File: src/rtl/tsd_pkg.sv
// ----------------------------------------------------------------------------
// tsd_pkg: shared types and constants of the transport stream demux
// Word layouts of the input and result channels, the queue entry that links
// the classifier to the result sequencer, and the sizing constants.
// ----------------------------------------------------------------------------
package tsd_pkg;

	// Channel count and transport packet length.
	localparam int CHANNEL_COUNT = 4;
	localparam int PACKET_BYTES  = 188;

	// Bytes carried by one micro packet, and the sync byte value.
	localparam int             BYTES_PER_WORD = 3;
	localparam logic [7:0]     SYNC_BYTE      = 8'h47;

	// Channel index width derived from the channel count, and the mask width.
	localparam int CH_IDX_W = (CHANNEL_COUNT > 1) ? $clog2(CHANNEL_COUNT) : 1;
	localparam int MASK_W   = 4;

	// Queue sizing between the classifier and the sequencer.
	localparam int QUEUE_DEPTH = 4;
	localparam int QPTR_W      = $clog2(QUEUE_DEPTH);
	localparam int QCNT_W      = $clog2(QUEUE_DEPTH + 1);

	// Input micro packet word.
	typedef struct packed {
		logic [23:0] payload_bytes;
		logic        error_bit;
		logic        start_bit;
		logic [2:0]  seq_counter;
		logic [2:0]  channel_tag;
	} pkt_word_t;

	// Result word, one per emitted byte.
	typedef struct packed {
		logic [1:0] channel;
		logic [7:0] ts_byte;
		logic       packet_first;
		logic       packet_last;
		logic       item_last;
	} res_word_t;

	// One classified micro packet: bytes in processing order plus flags.
	typedef struct packed {
		logic [1:0]                          channel;
		logic [BYTES_PER_WORD-1:0][7:0]      bytes;
		logic [BYTES_PER_WORD-1:0]           emit;
		logic [BYTES_PER_WORD-1:0]           first;
		logic [BYTES_PER_WORD-1:0]           last;
	} q_entry_t;

endpackage

File: src/rtl/tsd_front.sv
// ----------------------------------------------------------------------------
// tsd_front: micro packet classifier
// Accepts input words, tracks the byte position of each channel and marks
// which of the three bytes are stored, open a packet or close a packet.
// ----------------------------------------------------------------------------
module tsd_front (
	input  logic                          clk,
	input  logic                          arst_n,
	input  logic                          pkt_valid,
	output logic                          pkt_stall,
	input  tsd_pkg::pkt_word_t            pkt,
	input  logic [tsd_pkg::MASK_W-1:0]    enable_mask,
	input  logic                          queue_full,
	output logic                          push,
	output tsd_pkg::q_entry_t             entry
);

	localparam logic [7:0] PKT_LEN = 8'(tsd_pkg::PACKET_BYTES);
	localparam logic [2:0] CH_MAX  = 3'(tsd_pkg::CHANNEL_COUNT);

	logic [tsd_pkg::CHANNEL_COUNT-1:0][7:0] pos_q;

	logic                         accept;
	logic                         tag_ok;
	logic [2:0]                   ch;
	logic [tsd_pkg::CH_IDX_W-1:0] ch_idx;
	logic                         enabled;
	logic [7:0]                   pos_final;

	// The queue is the only source of back pressure.
	assign pkt_stall = queue_full;
	assign accept    = pkt_valid && !pkt_stall;

	// Tag decode: tags one through the channel count select a channel.
	assign tag_ok  = (pkt.channel_tag != 3'd0) && (pkt.channel_tag <= CH_MAX);
	assign ch      = pkt.channel_tag - 3'd1;
	assign ch_idx  = ch[tsd_pkg::CH_IDX_W-1:0];
	assign enabled = (ch < 3'd4) && enable_mask[ch[1:0]];

	// Walk the three bytes high byte first, advancing the channel position.
	always_comb begin
		logic [7:0] p;
		logic [7:0] b;
		logic [7:0] inc;
		logic       stored;
		p           = pos_q[ch_idx];
		entry       = '0;
		entry.channel = ch[1:0];
		for (int k = 0; k < tsd_pkg::BYTES_PER_WORD; k++) begin
			b      = pkt.payload_bytes[23 - 8*k -: 8];
			stored = 1'b0;
			inc    = p + 8'd1;
			entry.bytes[k] = b;
			if (p == 8'd0) begin
				if (pkt.start_bit && (b == tsd_pkg::SYNC_BYTE)) begin
					stored         = 1'b1;
					entry.first[k] = 1'b1;
					p              = 8'd1;
				end
			end else begin
				stored = 1'b1;
				if (inc >= PKT_LEN) begin
					entry.last[k] = 1'b1;
					p             = 8'd0;
				end else begin
					p = inc;
				end
			end
			entry.emit[k] = stored && enabled;
		end
		pos_final = p;
	end

	// Only words that give at least one result enter the queue.
	assign push = accept && tag_ok && (|entry.emit);

	// Channel positions advance whether or not the channel is enabled.
	always_ff @(posedge clk or negedge arst_n) begin
		if (!arst_n) begin
			pos_q <= '0;
		end else if (accept && tag_ok) begin
			pos_q[ch_idx] <= pos_final;
		end
	end

endmodule

File: src/rtl/tsd_queue.sv
// ----------------------------------------------------------------------------
// tsd_queue: classified word queue
// A small first-in first-out store that decouples the classifier from the
// result sequencer.
// ----------------------------------------------------------------------------
module tsd_queue (
	input  logic               clk,
	input  logic               arst_n,
	input  logic               push,
	input  tsd_pkg::q_entry_t  push_entry,
	output logic               full,
	input  logic               pop,
	output logic               empty,
	output tsd_pkg::q_entry_t  head
);

	tsd_pkg::q_entry_t [tsd_pkg::QUEUE_DEPTH-1:0] store_q;

	logic [tsd_pkg::QPTR_W-1:0] wr_ptr_q;
	logic [tsd_pkg::QPTR_W-1:0] rd_ptr_q;
	logic [tsd_pkg::QCNT_W-1:0] count_q;

	assign full  = (count_q == tsd_pkg::QCNT_W'(tsd_pkg::QUEUE_DEPTH));
	assign empty = (count_q == '0);
	assign head  = store_q[rd_ptr_q];

	// Entry storage.
	always_ff @(posedge clk) begin
		if (push) begin
			store_q[wr_ptr_q] <= push_entry;
		end
	end

	// Pointers and fill count.
	always_ff @(posedge clk or negedge arst_n) begin
		if (!arst_n) begin
			wr_ptr_q <= '0;
			rd_ptr_q <= '0;
			count_q  <= '0;
		end else begin
			if (push) begin
				wr_ptr_q <= wr_ptr_q + tsd_pkg::QPTR_W'(1);
			end
			if (pop) begin
				rd_ptr_q <= rd_ptr_q + tsd_pkg::QPTR_W'(1);
			end
			if (push && !pop) begin
				count_q <= count_q + tsd_pkg::QCNT_W'(1);
			end else if (pop && !push) begin
				count_q <= count_q - tsd_pkg::QCNT_W'(1);
			end
		end
	end

endmodule

File: src/rtl/tsd_back.sv
// ----------------------------------------------------------------------------
// tsd_back: result sequencer
// Takes classified words from the queue and sends their marked bytes one
// result word per cycle, while res_stall is low, through an output register.
// ----------------------------------------------------------------------------
module tsd_back (
	input  logic               clk,
	input  logic               arst_n,
	input  logic               queue_empty,
	input  tsd_pkg::q_entry_t  head,
	output logic               pop,
	output logic               res_valid,
	input  logic               res_stall,
	output tsd_pkg::res_word_t res
);

	tsd_pkg::q_entry_t  work_q;
	logic               work_valid_q;
	logic [2:0]         rem_q;
	logic               res_valid_q;
	tsd_pkg::res_word_t res_q;

	logic       advance;
	logic       emitting;
	logic [1:0] sel;
	logic [2:0] rem_after;
	logic       word_done;

	// The output register moves when it is empty or being taken.
	assign advance  = !res_valid_q || !res_stall;
	assign emitting = advance && work_valid_q;

	// Lowest remaining marked byte goes next.
	always_comb begin
		if (rem_q[0]) begin
			sel = 2'd0;
		end else if (rem_q[1]) begin
			sel = 2'd1;
		end else begin
			sel = 2'd2;
		end
	end

	assign rem_after = rem_q & ~(3'b001 << sel);
	assign word_done = (rem_after == 3'b000);
	assign pop       = !queue_empty && (!work_valid_q || (emitting && word_done));

	// Working word and its remaining byte marks.
	always_ff @(posedge clk or negedge arst_n) begin
		if (!arst_n) begin
			work_valid_q <= 1'b0;
			rem_q        <= '0;
		end else if (pop) begin
			work_valid_q <= 1'b1;
			rem_q        <= head.emit;
		end else if (emitting && word_done) begin
			work_valid_q <= 1'b0;
			rem_q        <= '0;
		end else if (emitting) begin
			rem_q <= rem_after;
		end
	end

	always_ff @(posedge clk) begin
		if (pop) begin
			work_q <= head;
		end
	end

	// Output register control.
	always_ff @(posedge clk or negedge arst_n) begin
		if (!arst_n) begin
			res_valid_q <= 1'b0;
		end else if (advance) begin
			res_valid_q <= work_valid_q;
		end
	end

	// Output register payload.
	always_ff @(posedge clk) begin
		if (emitting) begin
			res_q.channel      <= work_q.channel;
			res_q.ts_byte      <= work_q.bytes[sel];
			res_q.packet_first <= work_q.first[sel];
			res_q.packet_last  <= work_q.last[sel];
			res_q.item_last    <= word_done;
		end
	end

	assign res_valid = res_valid_q;
	assign res       = res_q;

endmodule

File: src/rtl/ts_micro_packet_demux_core.sv
// ----------------------------------------------------------------------------
// ts_micro_packet_demux_core: transport stream micro packet demultiplexer
// Splits 32-bit micro packets into per-channel transport stream bytes with
// packet start and end marks.
//
//   Channel  Direction  Handshake            Word
//   pkt      in         pkt_valid/pkt_stall  pkt_word_t micro packet
//   res      out        res_valid/res_stall  res_word_t one stream byte
//   cfg      in         cfg_valid/cfg_ready  4-bit stream enable mask
//
// A micro packet is accepted whenever the four-entry queue has room; each
// one gives up to three results, sent one per cycle while res_stall is low,
// so the single result port sets the sustained rate. Each result passes
// through the queue, the working word register and the output register.
// Reset clears all channel positions to sync search and the mask to zero.
// The input stalls only when the queue is full.
// ----------------------------------------------------------------------------
module ts_micro_packet_demux_core (
	input  logic                       clk,
	input  logic                       arst_n,
	input  logic                       pkt_valid,
	output logic                       pkt_stall,
	input  tsd_pkg::pkt_word_t         pkt,
	output logic                       res_valid,
	input  logic                       res_stall,
	output tsd_pkg::res_word_t         res,
	input  logic                       cfg_valid,
	output logic                       cfg_ready,
	input  logic [tsd_pkg::MASK_W-1:0] cfg_data
);

	logic [tsd_pkg::MASK_W-1:0] enable_mask_q;

	logic              q_push;
	logic              q_pop;
	logic              q_full;
	logic              q_empty;
	tsd_pkg::q_entry_t q_in;
	tsd_pkg::q_entry_t q_head;

	// Enable mask register, always ready for a write word.
	assign cfg_ready = 1'b1;

	always_ff @(posedge clk or negedge arst_n) begin
		if (!arst_n) begin
			enable_mask_q <= '0;
		end else if (cfg_valid && cfg_ready) begin
			enable_mask_q <= cfg_data;
		end
	end

	// Classifier.
	tsd_front u_front (
		.clk         (clk),
		.arst_n      (arst_n),
		.pkt_valid   (pkt_valid),
		.pkt_stall   (pkt_stall),
		.pkt         (pkt),
		.enable_mask (enable_mask_q),
		.queue_full  (q_full),
		.push        (q_push),
		.entry       (q_in)
	);

	// Queue between classifier and sequencer.
	tsd_queue u_queue (
		.clk        (clk),
		.arst_n     (arst_n),
		.push       (q_push),
		.push_entry (q_in),
		.full       (q_full),
		.pop        (q_pop),
		.empty      (q_empty),
		.head       (q_head)
	);

	// Result sequencer.
	tsd_back u_back (
		.clk         (clk),
		.arst_n      (arst_n),
		.queue_empty (q_empty),
		.head        (q_head),
		.pop         (q_pop),
		.res_valid   (res_valid),
		.res_stall   (res_stall),
		.res         (res)
	);

endmodule

File: config.mk
export PLATFORM = sky130hd
export DESIGN_NAME = ts_micro_packet_demux_core
export DESIGN_NICKNAME = d
export VERILOG_FILES = /design/src/rtl/tsd_pkg.sv /design/src/rtl/tsd_front.sv /design/src/rtl/tsd_queue.sv /design/src/rtl/tsd_back.sv /design/src/rtl/ts_micro_packet_demux_core.sv
export SDC_FILE = /design/constraint.sdc
export NUM_CORES = 1
export LEC_CHECK = 0
export BUFFER_PORTS_ARGS = -buffer_cell sky130_fd_sc_hd__buf_4
export CAP_MARGIN = 25
export CELL_PAD_IN_SITES_DETAIL_PLACEMENT = 1
export CELL_PAD_IN_SITES_GLOBAL_PLACEMENT = 2
export CORE_UTILIZATION = 45
export DETAILED_ROUTE_END_ITERATION = 8
export PLACE_DENSITY_LB_ADDON = 0.1
export SETUP_SLACK_MARGIN = 0.15
export SLEW_MARGIN = 20
export SYNTH_ARGS = -nofsm -noshare
export SYNTH_HDL_FRONTEND = slang
export SYNTH_SLANG_ARGS = --single-unit
File: constraint.sdc
create_clock -name clk -period 8.29 [get_ports clk]
set_clock_uncertainty 0.1 [all_clocks]
set_input_delay 1.658 -clock clk [delete_from_list [all_inputs] [get_ports clk]]
set_output_delay 1.658 -clock clk [all_outputs]
set_load 0.1 [all_outputs]
Word-level counts from Yosys, hierarchy flattened
Cells that the tools add are included.
{ "totals": {"register_bits": 233, "out_inout_bits": 16, "word_cells": 164} }
{ "op_classes": {"n_shift": 1, "order_cmp": 11, "n_eq_ne": 4, "n_mux": 51, "add_sub_neg": 8, "n_bitwise": 2, "reduce_logical": 37} }
{ "op_table": {"columns": ["op", "count"], "rows": [
  ["bitwise mux 140 bit", 1],
  ["two-way mux 8 bit", 12],
  ["binary-select mux 35 bit (select 2 bit)", 1],
  ["demux 35 bit (select 2 bit)", 1],
  ["two-way mux 35 bit", 2],
  ["binary-select mux 8 bit (select 2 bit)", 2],
  ["bitwise mux 32 bit", 1],
  ["adder 8 x 1 -> 8 bit (second input constant)", 3],
  ["equality test 8 x 7 -> 1 bit (second input constant)", 3],
  [">= comparator 8 bit (second input constant)", 3],
  ["zero test 8 bit", 3],
  ["two-way mux 1 bit", 20],
  ["logical AND 1 bit", 18],
  ["demux 8 bit (select 2 bit)", 1],
  ["two-way mux 3 bit", 5],
  ["< comparator 2 x 3 -> 1 bit (second input constant)", 4],
  ["zero test 1 bit", 7],
  ["binary-select mux 1 bit (select 2 bit)", 3],
  ["zero test 3 bit", 2],
  ["nonzero test 3 bit", 2],
  ["subtractor 3 x 1 -> 3 bit (second input constant)", 2],
  ["adder 2 x 1 -> 2 bit (second input constant)", 2],
  [">= comparator 2 x 1 -> 1 bit (second input constant)", 2],
  ["two-way mux 2 bit", 2],
  ["10 further kinds", 12]
]} }

Depth between registers and ports, before layout
{ "logic_depth": {"depth_word": 20, "ltp_mapped": 32, "mapped_depth_nobuf": 27} }

Cells and area by module
From an unflattened synthesis, not the netlist that was laid out.
{ "unflattened": {"hier_cells": 656, "hier_area_um2": 10577.6} }
{ "modules_own_cells": {"columns": ["mod", "instances", "cells_each", "area_per_inst_um2", "seq_area_each_um2"], "rows": [
  ["tsd_queue", 1, 217, 5500.3, 4379.2],
  ["tsd_front", 1, 326, 3106.7, 800.8],
  ["tsd_back", 1, 103, 1814.2, 1476.4],
  ["ts_micro_packet_demux_core", 1, 10, 156.4, 100.1]
]} }

Worst setup path before layout
No wires, ideal clock.
{ "synth_timing": {"kind": "input port to flip-flop", "startpoint": "input pkt[0] (netlist bit)", "endpoint": "register u_queue.store_q[100] (netlist bit), enable pin", "path_stages": 27, "required_time_ns": 7.795, "path_slack_ns": 0.281, "arrival_time_ns": 7.513, "path_buffers": 5, "cell_sequence": "buf_6 -> inv_1 -> ha_1 -> buf_2 -> mux4_2 -> buf_6 -> inv_1 -> ha_1 -> or3b_2 -> or2_0 -> buf_2 -> mux2i_1 -> nand2_1 -> inv_1 -> ha_1 -> clkbuf_1 -> nand2_1 -> o22ai_1 -> nand3_1 -> o2bb2ai_1 -> or2_2 -> inv_2 -> a21oi_1 -> inv_1 -> ha_1 -> a311oi_1 -> and2_1"} }
{ "synth_rtl": {"columns": ["item", "line_no", "text"], "rows": [
  ["start: declaration", "ts_micro_packet_demux_core.sv:23", "input tsd_pkg::pkt_word_t pkt,"],
  ["end signal: indexed assignment", "tsd_queue.sv:30", "store_q[wr_ptr_q] <= push_entry;"],
  ["end: declaration", "tsd_queue.sv:17", "tsd_pkg::q_entry_t [tsd_pkg::QUEUE_DEPTH-1:0] store_q;"]
]} }

==> metrics <==
R2R setup slack=2220 ps; hold_ws=328.3 ps; CTS Hold Bufs=0; Routed Antenna Nets=0; Final setup viols=0; Synth Register Bits=233; static leakage power=4.473 nW; DR WL/cell=22.79 um; CTS tree=built; Hold Fails Final Rpt=0; worst setup margin=744.5 ps; Via Count=6,136; Max transition margin=0.4328; Root Driver=clkbuf_16; Slew @ Worst Pin=850.8 ps; most frequent cell after synthesis=edfxtp_1; dpl ws=179.6 ps; DRC=0; Die Y=154.2 um; clk_lat worst skew=540 ps; Synth Cell Area=0.01042 mm^2; GRT Util Overall=0.2126; H-tree Lvls=1; Fillers=2,178; sequential cell area=0.006758 mm^2; final-report max-slew violation count=0; most frequent cells after synthesis=edfxtp_1, nand2_1, dfrtp_1; CP Class=primary input to flop; wirelength, routed=24,200 um; Worst Path Required=8600 ps; Synth top area share=0.5330; # IOs=57; global-route wire length before repair=38,380 um; fin crit period=7546 ps; initial drt markers=258; achievable clock frequency=132.5 MHz; TritonCTS Buffers=26; synth unique cells=82; largest net degree at the start of global routing=49; IO buf count=51; Post-synth EDFFs=185; dominant synthesized flop cell=edfxtp_1; Layout area overhead=17.52%; placed cell area=0.01128 mm^2; status=finished clean; Initial Util=0.4590; final net count=815; DR vias/cell=5.778; layout cell share with drive strength beyond 1=0.2651; GR Overflow Total=0; Synth async-reset ratio=0.2060; initial antenna violation count=0; setup TNS=0 ps; num rows=55; GPL Wtd Cong=0.8339; Worst Hold Class=flop to flop; core area=0.02271 mm^2; CP Data Arrival Time=7850 ps; top post-synthesis cells by area=edfxtp_1, dfrtp_1, mux4_2; type of destination of the critical path=flop; die width=154.2 um; detailed placer's ending HPWL=15,850 um; Peak VDD IR=185.1 uV; DRT Pass-1 Iters=4; PD cells=384.2 mW/mm^2; multi-input logic area=0.003393 mm^2; Reg clk slew, reported paths=60 ps; Max Cap Viol=0; startpoint types=primary input; Crit Path Max Fanout=14; Yosys warning count=0; clk buf depth=3; Final Cycle Share=0.9102; syn avg cell area=15.35 um^2; syn_nets=737; RSZ-0062 raised after global routing=no; register area share after synthesis=0.6483; ant diodes=0; die area=0.02377 mm^2; postcts setup bufs=0; post-synth top area cell=edfxtp_1; cells after synthesis=679; post-cts gate resize count=0; vias in the first global route=6,840; post-route cell area=0.01225 mm^2; # clock sinks=233
cell type report:
class                   instances  share of cell area
inverters                      22            0.007151
clock inverters                18             0.02196
clock buffers                  30             0.05680
flip-flops and latches        233              0.5517
repair buffers                 85             0.05619
well taps                     285             0.02911
multi-input cells             389              0.2770
critical path, cell delays in order:
cell and delay, ps:
buf_4 230, inv_1 100, ha_1 470, buf_4 210, mux4_2 460, or4_4 610, or2_0 280, mux2i_1 220
nand2_1 110, inv_1 70, ha_1 300, nand2_1 120, o22ai_1 230, nand3_1 160, o2bb2ai_1 210, or2_2 180
inv_2 40, a21oi_1 170, ha_1 200, inv_1 70, a2111oi_2 460, nand3b_1 150, xnor2_1 320, a21boi_2 120
or2_1 370, a32o_1 300
placed cells by master (no fill, tap or decap), drive strengths merged, types with 3 or more instances in the layout:
cell type	instances
a211o	9
a21o	3
a21oi	9
a22o	8
a311oi	3
a32o	5
and2	14
and3	5
and4	6
buf	85
bufinv	6
clkbuf	30
clkinv	6
clkinvlp	6
dfrtp	48
edfxtp	185
ha	16
inv	22
mux2	10
mux2i	14
mux4	44
nand2	56
nand2b	6
nand3	10
nand4b	3
nor2	25
nor2b	3
nor3	15
nor4	7
nor4bb	3
o211ai	4
o21ai	39
o21bai	4
or2	4
xnor2	13
xor2	4
path summary, 6_finish.rpt:
check | from | depth (start not counted) | end
hold reg to reg | u_back.work_q[34] | 0 | u_back.res[12]
setup / recovery | pkt[0] | 26 | u_front.pos_q[18]
min in group asynchronous | arst_n | 1 | u_back.res_valid
setup reg to reg | u_front.pos_q[0] | 24 | u_front.pos_q[18]
hold / removal | u_back.work_q[34] | 0 | u_back.res[12]
max in group asynchronous | arst_n | 1 | u_queue.rd_ptr_q[1]
where the power goes:
group          switching (W)  internal [W]
registers           0.000144       0.00154
clock network       0.000472      0.000792
logic                0.00109      0.000664
total                0.00171       0.00300
sequential cells by signal, summed over array words and instances (netlist names):
name	flops
u_back.res_valid	1
u_back.work_q	32
u_back.work_valid_q	1
u_queue.count_q	3
u_back.res	13
u_front.pos_q	32
u_back.rem_q	3
u_queue.rd_ptr_q	2
u_queue.wr_ptr_q	2
u_queue.store_q	140
enable_mask_q	4
metal layers:
layer / track usage / up-vias / share of wire
met5: 0 / - / 0
met4: 0.05524 / 0 / 0.019
met3: 0.02942 / 35 / 0.033
met2: 0.3991 / 110 / 0.54
met1: 0.2556 / 3189 / 0.41
li1: - / 2802 / -
logic make-up (layout without fill, tap and decap cells):
family | Yosys count | count (layout) | synth area share
AO/OA/AOI/OAI | 114 | 114 | 0.08007
other | 1 | 1 | 0.0003598
AND/OR/NAND/NOR | 172 | 172 | 0.09040
flip-flops | 233 | 233 | 0.6483
XOR/XNOR | 17 | 17 | 0.01429
adder cells (fa/ha/maj) | 17 | 17 | 0.02113
buffers and inverters | 57 | 155 | 0.02617
multiplexers | 68 | 68 | 0.1193
stage by stage:
step	utilization	total power, W	instances
6_report	0.5393	0.004706	1062
5_1_grt	0.5393	0.004957	1062
4_1_cts	0.5393	0.004767	1062
3_5_place_dp	0.4969	0.003486	1014
3_3_place_gp	0.4969	0.003420	1014
2_1_floorplan	-	0.002905	679
(Power assumes the default switching activity.)
